`src/rtl/core/pbfl_ram.sv`:
```
// ----------------------------------------------------------------------------
// pbfl_ram
// Generic single write port RAM with one registered read port.
// ----------------------------------------------------------------------------
module pbfl_ram #(
	parameter int unsigned WIDTH = 8,
	parameter int unsigned DEPTH = 16
) (
	input  logic                     clk,
	input  logic                     we,
	input  logic [$clog2(DEPTH)-1:0] waddr,
	input  logic [WIDTH-1:0]         wdata,
	input  logic [$clog2(DEPTH)-1:0] raddr,
	output logic [WIDTH-1:0]         rdata
);

	logic [WIDTH-1:0] mem [DEPTH];
	logic [WIDTH-1:0] rdata_q;

	always_ff @(posedge clk) begin
		if (we) begin
			mem[waddr] <= wdata;
		end
		rdata_q <= mem[raddr];
	end

	assign rdata = rdata_q;

endmodule

```
`config.mk`:
```
export PLATFORM = sky130hd
export DESIGN_NAME = pbfl_ram
export DESIGN_NICKNAME = d
export VERILOG_FILES = /design/src/rtl/core/pbfl_ram.sv
export SDC_FILE = /design/constraint.sdc
export NUM_CORES = 1
export LEC_CHECK = 0
export BUFFER_PORTS_ARGS = -buffer_cell sky130_fd_sc_hd__buf_4
export CAP_MARGIN = 40
export CORE_UTILIZATION = 54
export CTS_CLUSTER_DIAMETER = 100
export DETAILED_ROUTE_END_ITERATION = 16
export PLACE_DENSITY = 0.7
export SETUP_SLACK_MARGIN = 0.1
export SYNTH_ARGS = -nofsm -noshare
export SYNTH_HDL_FRONTEND = slang
export SYNTH_SLANG_ARGS = --single-unit
```
`constraint.sdc`:
```
create_clock -name clk -period 1.9 [get_ports clk]
set_input_delay 0.285 -clock clk [delete_from_list [all_inputs] [get_ports clk]]
set_output_delay 0.285 -clock clk [all_outputs]
set_load 0.02 [all_outputs]
```
; ---- Word-level counts from Yosys, hierarchy flattened
; Memory sizes are Yosys's and may differ from the RTL's. A register that Yosys moved wholly into a read port is not among the register bits.
; Cells that the tools add are included.
[totals]
regBits = 0
out_inout_bits = 8
in_bits = 18
n_memories = 1
mem_bits_rw = 128
[op_classes]
mux = 2
[memory_table]
columns = name, words, word_bits, rd, rd_ports_with_merged_regs, write_ports, line
row1 = mem, 16, 8, 1, 1, 1, 17  ; logic [WIDTH-1:0] mem [DEPTH];
[op_table]
columns = operator, count
row1 = $mux 1, 2

; ---- Longest topological paths before layout
; Gate-level depths: netlist of run 1.
[logic_depth]
word_depth = 2
ltp_mapped = 5
depth_no_buf = 3

; ---- Worst setup path after synthesis of run 1
; No wires, ideal clock.
[synth_timing]
kind = input -> register
from = in waddr[2]
to = mem mem[0][0], enable pin
stages = 2
arrival_time_ns = 1.395
t_required_ns = 1.517
setup_time_ns = 0.383
slack_ns = 0.122
cell_sequence = or3b_2 > nor3_1
[synth_rtl]
columns = item, line
row1 = start: declaration, 11  ; input logic [$clog2(DEPTH)-1:0] waddr,
row2 = end: declaration, 17
; Straight into the memory's write port.

==> results of run 1 <==
stage by stage:
stage	instance area (µm²)	hold slack, ns	util, %	setup WS, ns	cells
6_report	6230	0.0774	67.4	0.496	429
5_1_grt	6230	0.0629	67.4	0.442	429
4_1_cts	6230	0.0570	67.4	0.521	429
3_5_place_dp	5610	0.591	60.7	0.199	398
3_3_place_gp	5610	0.581	60.7	0.172	398
2_1_floorplan	5150	0.384	-	0.122	229
layout make-up:
| class | count | share of cell area [%] |
|---|---|---|
| Tap cell | 129 | 2.59 |
| Sequential cell | 136 | 64.2 |
| Clock inverter | 12 | 3.21 |
| Timing Repair Buffer | 50 | 6.22 |
| Clock buffer | 19 | 6.77 |
| Multi-Input combinational cell | 83 | 17.0 |
registers in the layout, indices dropped and copies added, names as in the netlist:
| name | count |
|---|---|
| mem | 128 |
| rdata | 8 |
cell usage after synthesis:
cell type	instances	area [µm²]
edfxtp_1	128	3840
mux4_2	18	405
a22oi_1	16	120
mux4_1	14	368
nor2_1	13	48.8
nand2_1	9	33.8
dfxtp_1	8	160
nor3_1	4	20.0
buf_2	3	15.0
buf_6	3	33.8
clkdlybuf4s25_2	3	30.0
nand2b_1	2	12.5
nand3b_1	2	15.0
and2_1	1	6.26
and2b_1	1	7.51
buf_4	1	7.51
nand3_1	1	5.00
nor2b_1	1	6.26
or3b_2	1	8.76
critical path: cells and delay by family (launching register included):
family          cells  cell delay (ns)
mux                 1             0.50
compound gates      1             0.35
simple gates        1             0.09
flops               1             0.35
layout by cell type, fill, tap and decap left out:
| master | count |
|---|---|
| dfxtp_1 | 8 |
| clkbuf_8 | 1 |
| clkinv_4 | 2 |
| nor3_1 | 4 |
| bufinv_16 | 5 |
| nor2_1 | 13 |
| buf_4 | 49 |
| or3b_2 | 1 |
| nand3_1 | 1 |
| mux4_1 | 14 |
| a22oi_1 | 16 |
| and2b_1 | 1 |
| clkinv_2 | 1 |
| clkbuf_16 | 16 |
| clkinvlp_4 | 2 |
| and2_1 | 1 |
| nand2b_1 | 2 |
| clkbuf_1 | 2 |
| nor2b_1 | 1 |
| inv_6 | 1 |
| nand3b_1 | 2 |
| buf_12 | 1 |
| nand2_1 | 9 |
| mux4_2 | 18 |
| clkinv_1 | 1 |
| edfxtp_1 | 128 |
metal layers:
| layer | global-route usage (%) | up-vias | wire, µm |
|---|---|---|---|
| met5 | 0 | - | 0 |
| met4 | 10.9 | 0 | 267 |
| met3 | 6.18 | 20 | 541 |
| met2 | 34.6 | 93 | 4730 |
| met1 | 30.1 | 1279 | 4200 |
| li1 | - | 1096 | - |
worst max path at each step:
| stage | start | to | slack (ns) | cells past startpoint |
|---|---|---|---|---|
| 6_report | mem[9][2] | rdata[2] | 0.50 | 3 |
| 5_1_grt | mem[10][2] | rdata[2] | 0.44 | 3 |
| 4_1_cts | mem[9][2] | rdata[2] | 0.52 | 3 |
| 3_5_place_dp | raddr[0] | rdata[2] | 0.20 | 5 |
| 3_3_place_gp | raddr[0] | rdata[2] | 0.17 | 5 |
| 2_1_floorplan | waddr[2] | mem[0][0] | 0.12 | 2 |
cell families (layout without fill, tap and decap cells):
logic type             Yosys count  count (layout)
AO/OA/AOI/OAI                   16              16
AND/OR/NAND/NOR                 35              35
flip-flops                     136             136
buffers and inverters           10              81
multiplexers                    32              32
power groups by stage:
stage / combinational [W] / clock [W] / sequential (W)
after floorplan: 0.000170 / 0 / 0.00346
after global placement: 0.000347 / 0 / 0.00344
after detailed placement: 0.000355 / 0 / 0.00344
after CTS: 0.000356 / 0.00345 / 0.00338
after global routing: 0.000378 / 0.00357 / 0.00338
final: 0.000351 / 0.00340 / 0.00338
==> run_results.csv, run 1 <==
group,metric,value,unit
run_status,status,"complete, no violations",
power,seqPwrFrac,47.4,%
cells_and_area,fillers,567,
sta,slew_viol_final,0,
job,drv_cap,0,
logic_synthesis,synth.avg_cell_area,22.5,µm²
global_route,grt_antenna_before_repair,0,
critical_path,regToRegEndpoint,"rdata[2]",
min_path,hold_start,"wdata[3]",
logic_synthesis,synth_top_family_by_area,"multiplexers",
sta,relSlewSlack,70.8,%
cts,cts.clk_slew.worst_paths,0.06,ns
route,viasPerCell,5.80,
cts,postCtsHoldBufs,0,
sta,tns,0,ns
logic_synthesis,synth.distinct_cells,19,
cts,cts_sinks,136,
floorplanning,rows,35,
cells_and_area,final_nets,306,
critical_path,crit_fanout,1,
route,vias,2488,
sta,finClkSkew,0.00501,ns
sta,min_period,1.40,ns
global_route,grt_pass1_vias,2590,
cts,cts_buffers,17,
cells_and_area,drive_gt1_share,32.3,%
floorplanning,core-area,0.00924,mm²
sta,fmax,712,MHz
cts,post_cts_buffers,0,
place,hpwlAfterDp,6040,µm
global_route,grt_max_degree,33,
route,drc,0,
logic_synthesis,synth_seq_cells,136,
power,combPwrFrac,4.9,%
power,switching_share,19.1,%
route,routedWlPerCell,22.7,µm
sta,tightestPinTransition,0.439,ns
critical_path,startpoint_type,"flip-flop",
sta,hold_viol,0,
critical_path,r2r_cells,3,
logic_synthesis,synth-xor-area-share,0,%
sta,rsz0062_at_grt,"no",
sta,finalCritPeriodShare,73.9,%
cells_and_area,final-seq-area,0.00400,mm²
cells_and_area,area_growth,21.1,%
min_path,min_path_type,"in -> reg",
global_route,grt_pass1_wl,15100,µm
logic_synthesis,ys.warnings.count,0,
critical_path,rr_startpoint,"mem[9][2]",
critical_path,cpPeakStageDelay,0.50,ns
route,first_pass_iters,5,
floorplanning,die-area,0.00993,mm²
route,routed_wl,9740,µm
logic_synthesis,yosys.area_share.simple,3.18,%
critical_path,path_class,"reg -> reg",
power,power,0.00713,W
cts,cts-root-buf,"clkbuf_8",
min_path,hold_path_end,"mem[4][3]",
critical_path,cp-end-kind,"flip-flop",
critical_path,critical_path_arrival,1.78,ns
logic_synthesis,yosys-mux-area-fraction,15.0,%
floorplanning,die_x,99.6,µm
power,p_int,0.00577,W
logic_synthesis,synth_compound_area_share,2.33,%
critical_path,critPathRequiredTime,2.28,ns
logic_synthesis,synth_fp_nets,247,
floorplanning,die_h,99.6,µm
power,max-vdd-ir-drop,0.000554,V
floorplanning,initial_utilization,55.7,%
place,gp_congestion,0.843,
critical_path,rrSetupSlack,0.50,ns
sta,setup_violations,0,
route,drtIter0Drc,180,
logic_synthesis,seq_area_frac_synth,77.8,%
logic_synthesis,syn_inst,229,
critical_path,path_cells,"mux4_1 > a22oi_1 > nand2_1",
power,p_leak,2.15,nW
min_path,min_path_cells,1,
cells_and_area,num_antenna_cells,0,
cts,h-tree-depth,4,
power,pwr-share-clk,47.7,%
cts,cts_max_path_buffers,2,
power,powerDensity,1140,mW/mm²
cts,clk_latency,0.50,ns
power,p_sw,0.00136,W
logic_synthesis,synth_fa_ha_area_share,0,%
logic_synthesis,mappedNetlistArea,0.00515,mm²
cells_and_area,multiInputGateArea,0.00106,mm²
critical_path,slowest_stage,"mux4_1",
cts,cts_resized,0,
global_route,grt_remaining_overflow,0,
global_route,grt_usage,22.5,%
place,portBuffers,25,
floorplanning,ioPinCount,26,
cts,cts_tree,"done",
route,antenna_left,0,
Note: power is estimated with default switching activity, not from simulation.
==> inputs of run 2 (changes only) <==
- CORE_UTILIZATION: 54 -> 60
- PLACE_DENSITY: 0.7 -> 0.74
- clock period: 1.9 -> 1.35 ns (I/O delays scaled with it)
==> run 2 against run 1 <==
First-iteration DRC count shrank 8.3%. Global-route usage increased by 2.7 points. Utilization increased by 11 points. Routed wire length rose by 2.1%. Flip-flop and latch count did not move. Clock power up 48%. Via count barely moved. Critical endpoint is now rdata[3].
==> run_results.csv, run 2 (synthesized netlist as in run 1, its figures left out) <==
group,metric,value,unit
route,viasPerCell,6.02,
cells_and_area,regMostFlops,"mem",
place,gp_congestion,0.728,
power,p_leak,2.17,nW
sta,tns,0,ns
cts,cts_buffers,17,
cts,cts.clk_slew.worst_paths,0.06,ns
power,max-vdd-ir-drop,0.00122,V
critical_path,rrSetupSlack,0.04,ns
cts,cts_tree,"done",
place,post-place-ws,-0.207,ns
critical_path,path_cells,"mux4_2 > a22oi_2 > nand2_1",
critical_path,critPathRequiredTime,1.75,ns
critical_path,cp_top_family,"multiplexers",
cts,cts_sinks,136,
cells_and_area,final-seq-area,0.00401,mm²
global_route,grt_pass1_wl,14900,µm
cts,clk_latency,0.51,ns
cells_and_area,largest_reg_flops,128,
cts,h-tree-depth,4,
power,powerDensity,1610,mW/mm²
sta,hold_viol,0,
global_route,grt_remaining_overflow,0,
sta,min_period,1.31,ns
critical_path,cpPeakStageDelay,0.51,ns
sta,finClkSkew,0.00662,ns
run_status,status,"complete, no violations",
floorplanning,die_x,94.6,µm
global_route,grt_max_degree,17,
floorplanning,initial_utilization,62.3,%
critical_path,path_buf_inv,0,
route,drtIter0Drc,165,
route,drc,0,
sta,setup_ws,0.0446,ns
critical_path,cp-end-kind,"flip-flop",
cells_and_area,fillers,417,
route,routed_wl,9950,µm
sta,setup_violations,0,
min_path,min_path_type,"in -> reg",
cells_and_area,final_cell_mix,"edfxtp_1 (128), buf_4 (41), mux4_2 (31), clkbuf_16 (16), a22oi_2 (12)",
cells_and_area,final_util,78.1,%
cells_and_area,area_growth,25.2,%
sta,slew_viol_final,0,
cells_and_area,num_antenna_cells,0,
sta,fmax,766,MHz
critical_path,startpoint_type,"flip-flop",
sta,relSlewSlack,35.7,%
critical_path,path_class,"reg -> reg",
cts,cts-root-buf,"clkbuf_8",
route,antenna_left,0,
route,first_pass_iters,4,
floorplanning,die_h,94.6,µm
place,hpwlAfterDp,5930,µm
critical_path,slowest_stage,"mux4_2",
floorplanning,rows,33,
job,drv_cap,0,
critical_path,critical_path_arrival,1.70,ns
cells_and_area,final_common_cell,"edfxtp_1",
cts,post_cts_buffers,0,
cts,cts_max_path_buffers,2,
global_route,grt_pass1_vias,2571,
sta,tightestPinTransition,0.961,ns
global_route,grt_usage,25.1,%
floorplanning,die-area,0.00895,mm²
route,routedWlPerCell,24.1,µm
sta,rsz0062_at_grt,"yes",
sta,finalCritPeriodShare,96.7,%
critical_path,crit_fanout,1,
global_route,grt_antenna_before_repair,0,
cells_and_area,final_nets,313,
route,vias,2486,
floorplanning,ioPinCount,26,
floorplanning,core-area,0.00826,mm²
cells_and_area,multiInputGateArea,0.00110,mm²
place,portBuffers,25,
cells_and_area,drive_gt1_share,42.5,%
-- run 2: stage by stage --
step	cell area (µm²)	power (W)	instances	hold slack, ns
after CTS	6410	0.0104	413	0.000211
after global routing	6450	0.0106	413	0.00356
final	6450	0.0104	413	0.0183
after floorplan	5180	0.00513	229	0.301
after detailed placement	5680	0.00538	374	0.517
after global placement	5680	0.00536	374	0.512
-- run 2: power by group --
group	leakage (nW)	switching (W)	internal (W)	total [W]
Clock	0.306	0.00166	0.00336	0.00502
Combinational	0.643	0.000301	0.000279	0.000580
Sequential	1.22	0.0000350	0.00472	0.00476
Total	2.17	0.00199	0.00836	0.0104
-- run 2: final timing paths --
check / cells past startpoint / to / startpoint
min reg2reg: 3 / rdata[6] / mem[12][6]
min: 1 / mem[0][6] / wdata[6]
max: 3 / rdata[3] / mem[2][3]
max reg2reg: 3 / rdata[3] / mem[2][3]
-- run 2: repair_timing --
| item | in CTS | in global routing |
|---|---|---|
| hold endpoints to repair | 112 | 0 |
| pin swaps | 0 | 6 |
| hold buffers | 7 | 0 |
| endpoints found under the setup margin | 8 | 10 |
| gates resized for setup | 5 | 10 |
| gates cloned | 0 | 0 |
-- run 2: worst reg2reg max path: stages (launching register included) --
cell	delay [ns]
edfxtp_1	0.41
mux4_2	0.51
a22oi_2	0.20
nand2_1	0.08
-- run 2: metal layers --
metal / vias up / global-route usage, % / wire, µm
met5: - / 0 / 0
met4: 0 / 7.70 / 95
met3: 6 / 8.13 / 729
met2: 118 / 40.7 / 5190
met1: 1269 / 32.7 / 3930
li1: 1093 / - / -
-- run 2: cell type report --
| cell class | count | area share [%] |
|---|---|---|
| clock inverters | 13 | 3.49 |
| multi-input cells | 83 | 17.1 |
| clock buffers | 19 | 6.54 |
| well taps | 105 | 2.04 |
| flip-flops and latches | 136 | 62.1 |
| repair buffers | 57 | 8.66 |
==> inputs of run 3 (changes only) <==
- CELL_PAD_IN_SITES_DETAIL_PLACEMENT: not set -> 1
- CELL_PAD_IN_SITES_GLOBAL_PLACEMENT: not set -> 2
- CORE_UTILIZATION: 60 -> 48
==> run 3 against run 2 <==
Combinational power barely moved. Count of clock-buffer cells in the layout rose by 6. Flip-flop and latch count did not move. Largest power group is now sequential cells. Setup slack got worse by 0.0033 ns. Die area rose by 24%. Cell count rose by 9.7%. First-iteration DRC count fell by 14%. Clock power fell by 17%.
==> run_results.csv, run 3 (synthesized netlist as in run 1, its figures left out) <==
group,metric,value,unit
floorplanning,ioPinCount,26,
cts,cts_sinks,136,
cts,cts.clk_slew.worst_paths,0.06,ns
critical_path,startpoint_type,"flip-flop",
sta,hold_viol,0,
critical_path,regToRegEndpoint,"rdata[2]",
global_route,grt_max_degree,17,
place,post-place-ws,-0.300,ns
cells_and_area,regMostFlops,"mem",
critical_path,cp-end-kind,"flip-flop",
cells_and_area,drive_gt1_share,40.7,%
sta,setup_ws,0.0413,ns
cts,cts_tree,"done",
cells_and_area,final_nets,322,
cells_and_area,final_cell_mix,"edfxtp_1 (128), buf_4 (50), mux4_2 (31), clkbuf_16 (16), a22oi_1 (11)",
floorplanning,initial_utilization,49.6,%
route,drc,0,
sta,finalCritPeriodShare,96.9,%
cells_and_area,num_antenna_cells,0,
sta,min_period,1.31,ns
place,gp_congestion,0.694,
floorplanning,rows,37,
cells_and_area,final_common_cell,"edfxtp_1",
critical_path,path_cells,"mux4_2 > a22oi_2 > nand2_1",
critical_path,critPathRequiredTime,1.76,ns
critical_path,critical_path_arrival,1.72,ns
cts,cts_max_path_buffers,2,
floorplanning,core-area,0.0104,mm²
power,p_leak,2.16,nW
cts,h-tree-depth,4,
floorplanning,die_x,106,µm
critical_path,crit_path_end,"rdata[2]",
floorplanning,die_h,106,µm
sta,slew_viol_final,0,
sta,rsz0062_at_grt,"yes",
sta,fmax,764,MHz
route,routed_wl,10500,µm
job,drv_cap,0,
min_path,hold_start,"raddr[2]",
critical_path,r2r_cells,3,
floorplanning,die-area,0.0111,mm²
critical_path,rrSetupSlack,0.04,ns
global_route,grt_antenna_before_repair,0,
cells_and_area,fillers,888,
sta,finClkSkew,0.00526,ns
critical_path,cpPeakStageDelay,0.49,ns
cts,cts_buffers,17,
sta,setup_violations,0,
route,antenna_left,0,
route,routedWlPerCell,23.1,µm
cells_and_area,largest_reg_flops,128,
critical_path,path_class,"reg -> reg",
global_route,grt_remaining_overflow,0,
global_route,grt_pass1_vias,2786,
place,portBuffers,25,
global_route,grt_usage,21.4,%
power,max-vdd-ir-drop,0.000989,V
cells_and_area,area_growth,24.3,%
global_route,grt_pass1_wl,16300,µm
sta,tns,0,ns
route,first_pass_iters,4,
power,powerDensity,1480,mW/mm²
run_status,status,"complete, no violations",
place,hpwlAfterDp,7160,µm
critical_path,crit_fanout,1,
route,vias,2454,
cts,post_cts_buffers,0,
sta,relSlewSlack,47.8,%
route,viasPerCell,5.42,
critical_path,slowest_stage,"mux4_2",
route,drtIter0Drc,142,
critical_path,rr_startpoint,"mem[3][2]",
sta,tightestPinTransition,0.780,ns
cts,cts-root-buf,"clkbuf_8",
min_path,min_path_type,"in -> reg",
critical_path,crit_start,"mem[3][2]",
cts,clk_latency,0.52,ns
==> run 3: cell types whose count changed in the layout (fill, tap and decap cells not counted) <==
cell,change
clkinv_4,+1
clkinv_1,-1
buf_4,+9
a22oi_2,-7
inv_6,-1
clkbuf_8,+2
buf_12,-1
bufinv_16,-5
dlygate4sd3_1,+1
a22oi_1,+7
clkbuf_1,+4
==> run 3: worst min path at each step <==
stage / end / slack (ns) / cells after the start
CTS: mem[0][2] / 0.16 / 3
global placement: mem[12][4] / 0.51 / 1
detailed placement: mem[12][4] / 0.52 / 1
global route: mem[0][2] / 0.17 / 3
finish: rdata[7] / 0.17 / 4
floorplan: mem[0][0] / 0.30 / 0
==> run 3: layer usage <==
metal / wire length (µm) / track usage [%]
met5: 0 / 0
met1: 4530 / 27.8
met3: 430 / 5.57
met4: 220 / 9.92
met2: 5280 / 34.2
==> run 3: power breakdown <==
group	internal, W	switching, W	total (W)
registers	0.00472	0.0000321	0.00475
logic	0.000280	0.000297	0.000578
clock network	0.00253	0.00162	0.00415
total	0.00754	0.00195	0.00948
==> run 3: repair_timing <==
item,4_1_cts,5_1_grt
gates resized for setup,7,1
endpoints found under the setup margin,8,10
endpoints found under the hold margin,116,0
hold buffers,8,0
pin swaps,1,2
==> run 3: critical path, delay by kind of cell (launching register included) <==
family | cells | cell delay, ns
and+or+nand+nor | 1 | 0.09
AOI/OAI and AO/OA | 1 | 0.25
muxes | 1 | 0.49
DFF | 1 | 0.37
==> run 3: cell type report <==
| class | count | area (µm²) | share of cell area (%) |
|---|---|---|---|
| tap | 136 | 170 | 2.66 |
| multi-input combinational | 83 | 1070 | 16.7 |
| clock inverter | 7 | 71.3 | 1.12 |
| sequential | 136 | 4010 | 62.6 |
| clock buffer | 25 | 464 | 7.26 |
| timing repair buffer | 66 | 616 | 9.62 |
==> run 3: metrics by stage <==
step                instance area, µm²  total power [W]  hold WS, ns  cells  utilization (%)
global placement                  5750          0.00537        0.506    412             55.5
detailed placement                5750          0.00540        0.518    412             55.5
global route                      6400          0.00975        0.174    453             61.7
CTS                               6390          0.00956        0.164    452             61.6
finish                            6400          0.00948        0.172    453             61.7
floorplan                         5180          0.00513        0.301    229                -
