===== config.mk =====
export PLATFORM = sky130hd
export DESIGN_NAME = pbfl_scan
export DESIGN_NICKNAME = d
export VERILOG_FILES = /design/src/rtl/core/pbfl_pkg.sv /design/src/rtl/core/pbfl_scan.sv
export SDC_FILE = /design/constraint.sdc
export NUM_CORES = 1
export LEC_CHECK = 0
export BUFFER_PORTS_ARGS = -buffer_cell sky130_fd_sc_hd__buf_2
export CAP_MARGIN = 20
export CORE_MARGIN = 8
export CORE_UTILIZATION = 53
export CTS_CLUSTER_DIAMETER = 120
export DETAILED_ROUTE_END_ITERATION = 16
export GPL_ROUTABILITY_DRIVEN = 0
export PLACE_DENSITY = 0.81
export SLEW_MARGIN = 30
export SYNTH_ARGS = -nofsm -noshare
export SYNTH_HDL_FRONTEND = slang
export SYNTH_SLANG_ARGS = --single-unit

===== constraint.sdc =====
create_clock -name clk -period 3.8 [get_ports clk]
set_input_delay 0 -clock clk [delete_from_list [all_inputs] [get_ports clk]]
set_output_delay 0 -clock clk [all_outputs]
set_load 0.02 [all_outputs]

===== src/rtl/core/pbfl_pkg.sv =====
// ----------------------------------------------------------------------------
// pbfl_pkg
// Shared types, widths and codes of the page bucket free list allocator.
// ----------------------------------------------------------------------------
package pbfl_pkg;

	localparam int unsigned DEF_MAX_SEGMENTS = 256;
	localparam int unsigned DEF_NUM_BUCKETS  = 128 / 4 + 1;
	localparam int unsigned DEF_MAX_PAGES    = 1048576;

	localparam int unsigned START_W = 20;
	localparam int unsigned LEN_W   = 21;
	localparam int unsigned PAGES_W = 24;
	localparam int unsigned END_W   = 25;
	localparam int unsigned ENT_W   = 1 + LEN_W + START_W;

	localparam logic [4:0] SHIFT_MIN   = 5'd9;
	localparam logic [4:0] SHIFT_MAX   = 5'd16;
	localparam logic [4:0] SHIFT_RESET = 5'd12;

	localparam logic [1:0] KIND_ALLOC  = 2'd0;
	localparam logic [1:0] KIND_FREE   = 2'd1;
	localparam logic [1:0] KIND_ADD    = 2'd2;
	localparam logic [1:0] KIND_UNUSED = 2'd3;

	localparam logic [2:0] STAT_OK      = 3'd0;
	localparam logic [2:0] STAT_NOFIT   = 3'd1;
	localparam logic [2:0] STAT_BADFREE = 3'd2;
	localparam logic [2:0] STAT_FULL    = 3'd3;
	localparam logic [2:0] STAT_RANGE   = 3'd4;

	typedef struct packed {
		logic               hit;
		logic [LEN_W-1:0]   len;
		logic [START_W-1:0] start;
	} cand_t;

	typedef struct packed {
		logic               busy;
		logic [LEN_W-1:0]   len;
		logic [START_W-1:0] start;
	} entry_t;

endpackage


===== src/rtl/core/pbfl_scan.sv =====
// ----------------------------------------------------------------------------
// pbfl_scan
// Shared compare unit: looks at one segment entry per cycle and keeps the
// best fit, the busy block at the key offset, the neighbours, overlap and the first empty slot.
// ----------------------------------------------------------------------------
module pbfl_scan #(
	parameter int unsigned IW          = 8,
	parameter int unsigned NUM_BUCKETS = pbfl_pkg::DEF_NUM_BUCKETS
) (
	input  logic                          clk,
	input  logic                          arst_n,
	input  logic                          clear,
	input  logic                          ent_vld,
	input  logic                          ent_used,
	input  logic [IW-1:0]                 ent_idx,
	input  pbfl_pkg::entry_t              ent,
	input  logic [pbfl_pkg::PAGES_W-1:0]  pages,
	input  logic [pbfl_pkg::START_W-1:0]  key_off,
	input  logic [pbfl_pkg::END_W-1:0]    key_end,
	output pbfl_pkg::cand_t               snug,
	output logic [IW-1:0]                 snug_idx,
	output pbfl_pkg::cand_t               big,
	output logic [IW-1:0]                 big_idx,
	output pbfl_pkg::cand_t               blk,
	output logic [IW-1:0]                 blk_idx,
	output pbfl_pkg::cand_t               pv,
	output logic [IW-1:0]                 pv_idx,
	output pbfl_pkg::cand_t               nx,
	output logic [IW-1:0]                 nx_idx,
	output logic                          overlap,
	output logic                          empty_hit,
	output logic [IW-1:0]                 empty_idx
);

	localparam logic [pbfl_pkg::LEN_W-1:0] BIG = pbfl_pkg::LEN_W'(NUM_BUCKETS - 1);

	pbfl_pkg::cand_t snug_q, big_q, blk_q, pv_q, nx_q;
	logic [IW-1:0] snug_idx_q, big_idx_q, blk_idx_q, pv_idx_q, nx_idx_q, empty_idx_q;
	logic overlap_q, empty_hit_q;

	logic [pbfl_pkg::LEN_W:0]     ent_end;
	logic [pbfl_pkg::PAGES_W-1:0] ent_len_x;
	logic [pbfl_pkg::END_W-1:0]   ent_start_x;
	logic fits, is_free;

	assign ent_end     = {1'b0, ent.len} + {2'b0, ent.start};
	assign ent_len_x   = {3'b0, ent.len};
	assign ent_start_x = {5'b0, ent.start};
	assign fits        = ent_len_x >= pages;
	assign is_free     = !ent.busy;

	always_ff @(posedge clk or negedge arst_n) begin
		if (!arst_n) begin
			snug_q      <= '0;
			big_q       <= '0;
			blk_q       <= '0;
			pv_q        <= '0;
			nx_q        <= '0;
			overlap_q   <= 1'b0;
			empty_hit_q <= 1'b0;
		end else if (clear) begin
			snug_q.hit  <= 1'b0;
			big_q.hit   <= 1'b0;
			blk_q.hit   <= 1'b0;
			pv_q.hit    <= 1'b0;
			nx_q.hit    <= 1'b0;
			overlap_q   <= 1'b0;
			empty_hit_q <= 1'b0;
		end else if (ent_vld) begin
			if (!ent_used) begin
				if (!empty_hit_q) begin
					empty_hit_q <= 1'b1;
					empty_idx_q <= ent_idx;
				end
			end else begin
				if (is_free && ent.len < BIG && fits && (!snug_q.hit || ent.len < snug_q.len
						|| (ent.len == snug_q.len && ent.start < snug_q.start))) begin
					snug_q     <= '{hit: 1'b1, len: ent.len, start: ent.start};
					snug_idx_q <= ent_idx;
				end
				if (is_free && ent.len >= BIG && fits
						&& (!big_q.hit || ent.start < big_q.start)) begin
					big_q     <= '{hit: 1'b1, len: ent.len, start: ent.start};
					big_idx_q <= ent_idx;
				end
				if (ent.busy && ent.start == key_off && !blk_q.hit) begin
					blk_q     <= '{hit: 1'b1, len: ent.len, start: ent.start};
					blk_idx_q <= ent_idx;
				end
				if (is_free && ent_end == {2'b0, key_off} && !pv_q.hit) begin
					pv_q     <= '{hit: 1'b1, len: ent.len, start: ent.start};
					pv_idx_q <= ent_idx;
				end
				if (is_free && ent_start_x == key_end && !nx_q.hit) begin
					nx_q     <= '{hit: 1'b1, len: ent.len, start: ent.start};
					nx_idx_q <= ent_idx;
				end
				if (ent_start_x < key_end && {2'b0, key_off} < ent_end) begin
					overlap_q <= 1'b1;
				end
			end
		end
	end

	assign snug      = snug_q;
	assign snug_idx  = snug_idx_q;
	assign big       = big_q;
	assign big_idx   = big_idx_q;
	assign blk       = blk_q;
	assign blk_idx   = blk_idx_q;
	assign pv        = pv_q;
	assign pv_idx    = pv_idx_q;
	assign nx        = nx_q;
	assign nx_idx    = nx_idx_q;
	assign overlap   = overlap_q;
	assign empty_hit = empty_hit_q;
	assign empty_idx = empty_idx_q;

endmodule


-- Yosys cells after proc, flatten, opt, wreduce, memory -nomap -nowiden
Cells that the tools add are included.
- magnitude comparators: 8
- add/subtract/negate cells: 1
- eq/ne operators: 5
- multiplexer cells: 27
- bitwise logic cells: 3
- reduce and logical (&&, ||, !) cells: 49
- operators with widths (cell ; number):
    two-way mux 42 bit ; 15
    < comparator 20 bit ; 2
    AND reduction 5 bit ; 6
    == test 20 x 25 -> 1 bit ; 1
    < comparator 20 x 25 -> 1 bit ; 1
    >= comparator 21 x 24 -> 1 bit ; 1
    adder 21 x 20 -> 22 bit ; 1
    == test 22 x 20 -> 1 bit ; 1
    < comparator 20 x 22 -> 1 bit ; 1
    == test 21 bit ; 1
    >= comparator 21 x 6 -> 1 bit (second input constant) ; 1
    < comparator 21 bit ; 1
    < comparator 21 x 6 -> 1 bit (second input constant) ; 1
    == test 20 bit ; 1
    AND reduction 4 bit ; 5
    AND reduction 3 bit ; 6
    nonzero test 2 bit ; 8
    logical AND 1 bit ; 14
    two-way mux 1 bit ; 12
    logical NOT 1 bit ; 6
    logical OR 1 bit ; 3
    inverter 1 bit ; 3
    inequality test 2 bit (second input constant) ; 1
    AND reduction 2 bit ; 1
- word-level logic and storage cells: 116
- register bits after elaboration: 260
- output and inout port bits: 260
- input bits: 124

-- Depth between registers and ports, before layout
Gate-level depths: netlist of the first run.
- word-level depth: 8
- gate-level depth with buffers: 18

-- Least setup slack after synthesis of the first run
No wires, ideal clock.
- path type: input-to-reg
- start: input port ent[0] (netlist bit)
- end: register pv_q (netlist bit pv[0])
- arrival: 3364 ps
- library setup time: 125 ps
- path slack: 311 ps
- data required time: 3675 ps
- path buffers: 1
- stages on the path: 18
- cell sequence: ha_1 > inv_1 > fa_1 > nand2b_1 > a21oi_1 > o211ai_1 > a21oi_1 > o31a_1 > nor2_1 > xor2_1 > ha_1 > nand2_1 > nor2_1 > and4_1 > nand3_1 > nor4_4 > buf_6 > mux2_4
- longest elaborated chain between the ends: 5
- ends and longest elaborated chain (element ; line ; source):
    start, declared ; pbfl_scan.sv:16 ; input pbfl_pkg::entry_t ent,
    adder 21 x 20 -> 22 bit ; pbfl_scan.sv:46 ; assign ent_end = {1'b0, ent.len} + {2'b0, ent.start};
    == test 22 x 20 -> 1 bit ; pbfl_scan.sv:90 ; if (is_free && ent_end == {2'b0, key_off} && !pv_q.hit) begin
    logical AND 1 bit (2 in series) ; pbfl_scan.sv:90 ;
    AND reduction 4 bit (no source line) ; - ;
    end signal, assigned ; pbfl_scan.sv:91 ; pv_q <= '{hit: 1'b1, len: ent.len, start: ent.start};
    end, declared ; pbfl_scan.sv:37 ; pbfl_pkg::cand_t snug_q, big_q, blk_q, pv_q, nx_q;
Several ways; a longest one is shown, not always the timed one.
A chain may end at the register's enable or synchronous reset.

-- Final worst setup path of the first run
- start: input port ent[31] (netlist bit)
- end: register overlap_q (netlist: overlap)
- longest elaborated chain between the ends: 5
- ends and longest elaborated chain (element ; line ; source):
    adder 21 x 20 -> 22 bit ; pbfl_scan.sv:46 ;
    < comparator 20 x 22 -> 1 bit ; pbfl_scan.sv:98 ; if (ent_start_x < key_end && {2'b0, key_off} < ent_end) begin
    logical AND 1 bit ; pbfl_scan.sv:98 ;
    nonzero test 2 bit (no source line) ; - ;
    AND reduction 3 bit (no source line) ; - ;
    end signal, assigned ; pbfl_scan.sv:59 ; overlap_q <= 1'b0;
    end signal, assigned ; pbfl_scan.sv:67 ; overlap_q <= 1'b0;
    end signal, assigned ; pbfl_scan.sv:99 ; overlap_q <= 1'b1;
    end, declared ; pbfl_scan.sv:39 ; logic overlap_q, empty_hit_q;
Every way passes these cells.

==> results of run 1 <==
==> per-stage QoR <==
stage	instances	util, %
final	2054	70.10
after global routing	2054	70.10
after CTS	2046	69.73
after detailed placement	1937	63.93
after global placement	1936	63.89
after floorplan	1191	-
==> cells in the mapped netlist, types with 12 or more instances <==
cell      count  area share [%]
dfrtp_1     212              38
nand2_1     147             4.0
ha_1        140              13
inv_1       119             3.2
mux2_4       75             8.1
mux2_2       65             5.3
a21oi_1      57             2.1
edfxtp_1     48              10
nor2_1       43             1.2
o21ai_0      35             1.3
a21o_1       23             1.2
nand4_1      22            0.99
xor2_1       17             1.1
xnor2_1      16             1.0
nand3_1      14            0.50
buf_2        12            0.43
==> worst max-delay path, cell delays in order <==
cell	delay [ns]
dlygate4sd3_1	0.53
buf_2	0.16
ha_1	0.32
nand3_2	0.14
o221ai_1	0.14
a21oi_2	0.21
o41ai_4	0.14
a21o_2	0.23
a21oi_1	0.16
xor2_1	0.16
ha_1	0.27
nand4_1	0.12
nor2_2	0.05
and4_1	0.19
buf_4	0.14
a211oi_2	0.18
and3_1	0.19
nor3_2	0.05
o32ai_2	0.20
dlygate4sd3_1	0.59
==> timing repair <==
action	4_1_cts	5_1_grt
setup buffers	0	1
endpoints found under the hold margin	308	0
endpoints found under the setup margin	0	30
hold buffers	58	0
gates resized for setup	0	15
==> cells in the final DEF (no fill, tap or decap), types with 51 or more instances in the layout <==
master	n
a21oi_1	54
buf_2	381
buf_4	51
dfrtp_1	212
dlygate4sd3_1	58
ha_1	139
inv_1	119
mux2_2	65
mux2_4	75
nand2_1	145
==> how the worst min path moves through the flow <==
stage	slack [ns]	startpoint	endpoint
4_1_cts	0.02	pages[21]	snug[37]$_DFFE_PN0P_
2_1_floorplan	-0.30	arst_n	big[0]$_DFFE_PN0P_
3_5_place_dp	0.03	arst_n	blk[5]$_DFFE_PN0P_
6_report	0.01	arst_n	blk[6]$_DFFE_PN0P_
3_3_place_gp	0.02	arst_n	blk[6]$_DFFE_PN0P_
5_1_grt	0.04	pages[21]	snug[35]$_DFFE_PN0P_
==> metal layers <==
layer / part of all wire (%) / GRT usage (%)
met1: 39 / 33.88
met2: 47 / 48.13
met3: 8.3 / 7.128
met4: 5.8 / 15.80
met5: 0.064 / 0
==> power by group <==
group | internal (W) | switching (W) | leakage (nW)
Combinational | 0.000423 | 0.000579 | 6.07
Clock | 0.00158 | 0.00117 | 0.437
Sequential | 0.00288 | 0.0000249 | 3.29
Total | 0.00487 | 0.00178 | 9.79
==> logic make-up after synthesis <==
kind of cell    after synthesis  synth area share (%)
flops                       260                 48.57
simple gates                294                 10.34
mux                         144                 13.68
buf+inv                     148                 4.549
xor+xnor                     33                 2.081
compound gates              171                 8.026
fa+ha+maj                   141                 12.75
==> sequential cells by signal, indices dropped and copies added (netlist names), 8 cells and up <==
register,cells
big,42
empty_idx,8
nx_idx,8
big_idx,8
snug_idx,8
nx,42
snug,42
blk_idx,8
blk,42
pv_idx,8
pv,42
==> cell type report <==
cell class / instances / area [um2]
Clock buffer: 35 / 768.2
Timing Repair Buffer: 498 / 2995
Multi-Input combinational cell: 783 / 6613
Clock inverter: 16 / 155.1
Fill cell: 1826 / 7746
Inverter: 120 / 450.4
Antenna cell: 7 / 17.52
Tap cell: 335 / 419.2
Sequential cell: 260 / 6746
==> impl_metrics.ini, run 1 <==
[outcome]
outcome = complete, no violations

[job]
cap_violations = 0

[critical_path]
rr_endpoint = snug[23]$_DFFE_PN0P_
arrival_ns = 4.17
critPathCaptureType = flop
r2r_start = snug[2]$_DFFE_PN0P_
worst_r2r_path_depth = 10
worstSetupStartpointType = input pin
crit_end = overlap$_DFFE_PN0P_
crit_required_ns = 4.29
cp-startpoint = ent[31]
critPathMaxFanout = 3
path_class = input pin to flop
reg2reg_slack_ns = 0.55

[floorplan]
core_area_um2 = 25910
dieArea_um2 = 31640
initial_core_util_pct = 53.61
ios = 384
dieWidth_um = 177.9
fp.dieH_um = 177.9
rows = 59

[power_and_ir_drop]
report.power.total_w = 0.006652
leakage_nw = 9.794
power_density_nw_per_um2 = 366.2
irDropWorstVdd_v = 0.0003492

[layout]
postLayoutCellArea_um2 = 18160
area_growth_pct = 30.77
drive_above_1_share_pct = 38.55
final_nets = 1956

[cts]
cts_sinks = 260
cts.path.max_buffers = 3
root_buffer = clkbuf_16
htree_levels = 1
clk_latency_ns = 0.56
cts_buffers = 28
cts_tree = built
clk_pin_slew_ns = 0.07

[global_routing]
grt_max_degree = 81
overflow = 0
grt_usage_pct = 28.90
antenna_found_initial = 10
grt_pass1_vias = 12300
grt_pass1_wl_um = 70660

[synthesis]
syn_area_per_cell_um2 = 11.66
synth-warning-count = 0
synth_flop_cell = dfrtp_1
ys_ff_latch = 260
syn_inst = 1191
synthArstFlopShare_pct = 81.54
syn_area_um2 = 13890
synth.distinct_cells = 74
synth_fp_nets = 1456
synth_seq_area_share_pct = 48.57
synth_enable_flop_cells = 48

[sta]
period_minus_slack_ns = 3.679
fin_setup_tns_ns = 0
relSlewSlack_pct = 46.26
drv_slew = 0
max_freq_mhz = 271.8
holdWs_ns = 0.01128
hold_viol = 0
setup_viol = 0
period_share_pct = 96.81
tightest_slew_ns = 0.8061
worst_slack_ns = 0.1211
skew_ns = 0.02337

[route]
avgRoutedWirePerCell_um = 22.80
drtIter0Drc = 887
vias = 11630
drt-pass1-iter-count = 5
drcViolationCount = 0
antenna_left = 0
routed_via_density = 5.664
wirelength_um = 46840

[min_path]
min_path_type = input pin to async pin

[place]
place_hpwl_um = 34960
placed_cell_area_um2 = 16560
dp_slack_ns = -0.06495
io_buffers = 383
(Power assumes the default switching activity.)
==> run 2: changes to the inputs <==
--- a/config.mk
+++ b/config.mk
@@ -8,11 +8,10 @@
 export BUFFER_PORTS_ARGS = -buffer_cell sky130_fd_sc_hd__buf_2
 export CAP_MARGIN = 20
 export CORE_MARGIN = 8
-export CORE_UTILIZATION = 53
-export CTS_CLUSTER_DIAMETER = 120
+export CORE_UTILIZATION = 55
 export DETAILED_ROUTE_END_ITERATION = 16
 export GPL_ROUTABILITY_DRIVEN = 0
-export PLACE_DENSITY = 0.81
+export PLACE_DENSITY = 0.83
 export SLEW_MARGIN = 30
 export SYNTH_ARGS = -nofsm -noshare
 export SYNTH_HDL_FRONTEND = slang
==> constraint.sdc (replaced) <==
create_clock -name clk -period 4.5 [get_ports clk]
set_input_delay 0 -clock clk [delete_from_list [all_inputs] [get_ports clk]]
set_output_delay 0 -clock clk [all_outputs]
set_load 0.02 [all_outputs]
==> run 2 against run 1 <==
Net effect: first-iteration DRC count decreased by 1.4%; largest power group unchanged; sequential cell count unchanged; register-to-register slack improved by 0.16 ns; clock power decreased by 15%; via count decreased by 1.2%; die area decreased by 3.3%; critical path depth increased by 1; design area decreased by 1.6%; largest cell class unchanged; sequential share of layout area increased by 0.61 points; cell count decreased by 1.9%.
==> impl_metrics.ini, run 2 (synthesis results as in run 1) <==
[outcome]
outcome = complete, no violations

[sta]
period_minus_slack_ns = 4.287
drv_slew = 0
max_freq_mhz = 233.3
tightest_slew_ns = 0.9582
skew_ns = 0.02295
rsz0062_at_grt = false
hold_viol = 0
period_share_pct = 95.26
fin_setup_tns_ns = 0
setup_viol = 0
relSlewSlack_pct = 35.64

[critical_path]
crit_chain = dlygate4sd3_1 > buf_2 > ha_1 > inv_1 > fa_1 > nand2b_1 > a21oi_1 > o211ai_1 > a21oi_2 > o31a_1 > nor2_1 > xor2_1 > ha_1 > nand2_1 > nor2_1 > and4_1 > nand4_1 > and3_1 > nor3_2 > o32ai_1 > dlygate4sd3_1
critPathCaptureType = flop
path_class = input pin to flop
crit_family = buffers and inverters
crit_required_ns = 4.93
critPathMaxFanout = 8
crit_buf_inv = 4
arrival_ns = 4.72
cpPeakStageDelay_ns = 0.56
worstSetupStartpointType = input pin
critPathSlowestCell = dlygate4sd3_1

[min_path]
min_path_type = input pin to async pin

[route]
drcViolationCount = 0
drtIter0Drc = 875
routed_via_density = 5.699
vias = 11490
drt-pass1-iter-count = 5
avgRoutedWirePerCell_um = 22.93
antenna_left = 0
wirelength_um = 46220

[cts]
htree_levels = 1
clk_pin_slew_ns = 0.06
cts_buffers = 27
cts_sinks = 260
root_buffer = clkbuf_16
clk_latency_ns = 0.55
cts.path.max_buffers = 3
cts_tree = built

[power_and_ir_drop]
report.power.total_w = 0.005612
irDropWorstVdd_v = 0.0002792
power_density_nw_per_um2 = 314.0
leakage_nw = 9.628

[layout]
layout_common_cells = buf_2, dfrtp_1, nand2_1
final_nets = 1924
area_growth_pct = 28.66
layout_commonest_cell = buf_2
utilization_pct = 71.59
drive_above_1_share_pct = 36.73

[floorplan]
core_area_um2 = 24960
dieWidth_um = 174.9
initial_core_util_pct = 55.64
ios = 384
fp.dieH_um = 174.9
rows = 58
dieArea_um2 = 30600

[global_routing]
grt_pass1_vias = 12330
antenna_found_initial = 9
overflow = 0
grt_usage_pct = 29.51
grt_pass1_wl_um = 71090
grt_max_degree = 98

[place]
io_buffers = 383
place_hpwl_um = 34040

[job]
cap_violations = 0
run 2: cell types whose count changed in the layout (fill, tap and decap cells not counted), moves of 3 or more:
| cell | before | now |
|---|---|---|
| buf_12 | 4 | 1 |
| clkbuf_1 | 4 | 1 |
| buf_4 | 51 | 21 |
| dlygate4sd3_1 | 58 | 62 |
run 2: through the flow:
stage | setup WS, ns | area [um2] | hold slack (ns) | instances
5_1_grt | 0.006299 | 17870 | 0.07552 | 2015
3_3_place_gp | 0.4902 | 16250 | 0.07770 | 1897
2_1_floorplan | 1.011 | 13890 | -0.2956 | 1191
6_report | 0.2132 | 17870 | 0.04246 | 2016
3_5_place_dp | 0.3649 | 16260 | 0.08144 | 1897
4_1_cts | 0.1650 | 17830 | 0.06766 | 2009
run 2: routing by layer:
| metal | global-route usage, % | wire (um) |
|---|---|---|
| met1 | 35.34 | 17850 |
| met2 | 48.68 | 21910 |
| met3 | 6.929 | 3968 |
| met4 | 15.97 | 2446 |
| met5 | 0 | 41 |
run 2: report_power, final:
| part | internal, W | switching, W |
|---|---|---|
| clock network | 0.00140 | 0.000949 |
| logic | 0.000335 | 0.000480 |
| registers | 0.00243 | 0.0000225 |
run 2: repair_timing:
item,4_1_cts,5_1_grt
gates resized for setup,0,4
buffers inserted,0,1
endpoints found under the setup margin,0,11
hold buffers,62,0
hold endpoints to repair,341,0
run 2: worst paths after layout:
path                                      start                    to  slack (ns)  cells after the start
setup / recovery                         ent[0]   overlap$_DFFE_PN0P_        0.21                     21
hold / removal                           arst_n    nx[21]$_DFFE_PN0P_        0.04                      2
setup reg to reg           snug[28]$_DFFE_PN0P_   snug[5]$_DFFE_PN0P_        0.71                     10
hold reg to reg              nx[11]$_DFFE_PN0P_    nx[11]$_DFFE_PN0P_        0.46                      2
max in group asynchronous                arst_n   blk[16]$_DFFE_PN0P_        2.98                      4
min in group clk                      pages[21]  snug[38]$_DFFE_PN0P_        0.08                      5
run 2: layout make-up:
class                      instances  area [um2]
antenna                            6       15.01
clock buffer                      32       734.5
clock inverter                    18       207.7
fill                            1745        7092
inverter                         120       450.4
multi-input combinational        783        6580
sequential                       260        6746
tap                              330       412.9
timing repair buffer             467        2725
==> run 3: changes to the inputs <==
--- a/config.mk
+++ b/config.mk
@@ -8,10 +8,10 @@
 export BUFFER_PORTS_ARGS = -buffer_cell sky130_fd_sc_hd__buf_2
 export CAP_MARGIN = 20
 export CORE_MARGIN = 8
-export CORE_UTILIZATION = 55
+export CORE_UTILIZATION = 53
 export DETAILED_ROUTE_END_ITERATION = 16
 export GPL_ROUTABILITY_DRIVEN = 0
-export PLACE_DENSITY = 0.83
+export PLACE_DENSITY = 0.81
 export SLEW_MARGIN = 30
 export SYNTH_ARGS = -nofsm -noshare
 export SYNTH_HDL_FRONTEND = slang
==> constraint.sdc (replaced) <==
create_clock -name clk -period 4.3 [get_ports clk]
set_input_delay 0 -clock clk [delete_from_list [all_inputs] [get_ports clk]]
set_output_delay 0 -clock clk [all_outputs]
set_load 0.02 [all_outputs]
==> run 3 against run 2 <==
Net effect: clock skew up 0.0048 ns; highest routed layer unchanged; cell count up 0.60%; sequential power up 4%; wire length up 0.14%.
==> impl_metrics.ini, run 3 (synthesis results as in run 1) <==
[floorplan]
rows = 59
dieArea_um2 = 31640
ios = 384
core_area_um2 = 25910
fp.dieH_um = 177.9
dieWidth_um = 177.9
initial_core_util_pct = 53.61

[layout]
utilization_pct = 69.38
final_nets = 1932
drive_above_1_share_pct = 37.17
layout_commonest_cell = buf_2
layout_common_cells = buf_2, dfrtp_1, nand2_1
area_growth_pct = 29.42
postLayoutCellArea_um2 = 17980

[route]
drt-pass1-iter-count = 5
routed_via_density = 5.666
antenna_left = 0
drcViolationCount = 0
drtIter0Drc = 725
wirelength_um = 46280
vias = 11490
avgRoutedWirePerCell_um = 22.82

[place]
io_buffers = 383
place_hpwl_um = 33630
placed_cell_area_um2 = 16360

[critical_path]
critPathSlowestCell = dlygate4sd3_1
cpPeakStageDelay_ns = 0.56
path_class = input pin to flop
critPathCaptureType = flop
crit_required_ns = 4.73
crit_chain = dlygate4sd3_1 > buf_2 > inv_1 > fa_1 > nand2b_1 > a21oi_2 > o211ai_1 > a21oi_1 > o31a_1 > nor2_1 > xor2_1 > ha_1 > nand2_1 > nor2_1 > and4_1 > nand4_1 > and3_1 > nor3_2 > o32ai_1 > dlygate4sd3_1
critPathMaxFanout = 8
arrival_ns = 4.64
worst_r2r_path_depth = 10
worstSetupStartpointType = input pin

[global_routing]
grt_pass1_wl_um = 69390
grt_pass1_vias = 12080
overflow = 0
antenna_found_initial = 9
grt_max_degree = 128
grt_usage_pct = 28.47

[cts]
cts_buffers = 28
clk_pin_slew_ns = 0.06
cts.path.max_buffers = 3
htree_levels = 1
root_buffer = clkbuf_16
clk_latency_ns = 0.55
cts_tree = built
cts_sinks = 260

[power_and_ir_drop]
power_density_nw_per_um2 = 330.4
irDropWorstVdd_v = 0.0003074
leakage_nw = 9.712

[sta]
tightest_slew_ns = 0.7322
hold_viol = 0
setup_viol = 0
period_share_pct = 97.86
relSlewSlack_pct = 51.19
drv_slew = 0
skew_ns = 0.02779
max_freq_mhz = 237.6
period_minus_slack_ns = 4.208

[min_path]
min_path_type = input pin to async pin

[job]
cap_violations = 0

[outcome]
outcome = complete, no violations
-- run 3: cell types whose count changed in the layout (fill, tap and decap cells not counted), sizes merged --
| cell | before | now |
|---|---|---|
| dlygate4sd3 | 62 | 58 |
| buf | 405 | 416 |
| clkinvlp | 5 | 2 |
| clkinv | 8 | 7 |
| clkbuf | 32 | 36 |
-- run 3: final cells by class --
class | instances | area (um2)
Antenna cell | 6 | 15.01
Clock buffer | 36 | 792.0
Clock inverter | 14 | 177.7
Fill cell | 1808 | 7934
Inverter | 120 | 450.4
Multi-Input combinational cell | 783 | 6571
Sequential cell | 260 | 6746
Tap cell | 335 | 419.2
Timing Repair Buffer | 474 | 2805
-- run 3: per-layer routing --
| layer | global-route usage (%) | vias to the layer above | wire length [um] |
|---|---|---|---|
| met2 | 47.59 | 577 | 22140 |
| met1 | 33.70 | 5612 | 17720 |
| li1 | - | 5147 | - |
| met3 | 6.809 | 150 | 3973 |
| met5 | 0 | - | 23 |
| met4 | 14.73 | 4 | 2420 |
-- run 3: final timing paths --
check / from / slack, ns / endpoint
worst max register to register: snug[31]$_DFFE_PN0P_ / 0.94 / snug[2]$_DFFE_PN0P_
worst min-delay path: arst_n / 0.04 / blk[5]$_DFFE_PN0P_
worst min register to register: nx[13]$_DFFE_PN0P_ / 0.46 / nx[13]$_DFFE_PN0P_
worst max-delay path: ent[1] / 0.09 / overlap$_DFFE_PN0P_
min in group clk: key_end[21] / 0.07 / nx[13]$_DFFE_PN0P_
max in group asynchronous: arst_n / 3.02 / blk[34]$_DFFE_PN0P_
-- run 3: what timing repair did --
action / in CTS / in global routing
setup endpoints to repair: 0 / 50
resized for setup: 0 / 5
hold buffers: 56 / 2
endpoints found under the hold margin: 333 / 1
setup buffers: 0 / 3
-- run 3: report_power, final --
| part | switching, W | internal [W] |
|---|---|---|
| Sequential | 0.0000226 | 0.00254 |
| Combinational | 0.000499 | 0.000357 |
| Clock | 0.000986 | 0.00153 |
-- run 3: worst max-delay path: cells and delay by family --
family                     cells  cell delay (ns)
and+or+nand+nor                8             1.31
AOI/OAI and AO/OA              5             0.93
xor gates and xnor gates       1             0.14
buffers and inverters          4             1.49
adders and majority gates      2             0.75
-- run 3: through the flow --
stage	TNS (ns)	total power [W]	instances	setup slack (ns)	hold slack, ns
finish	0	0.005940	2028	0.09193	0.03891
CTS	0	0.005956	2016	0.07714	0.04272
global route	-0.1163	0.006167	2028	-0.08253	0.06963
detailed placement	0	0.003395	1910	0.1883	0.06807
global placement	0	0.003366	1910	0.3151	0.05974
floorplan	0	0.003046	1191	0.8114	-0.2956
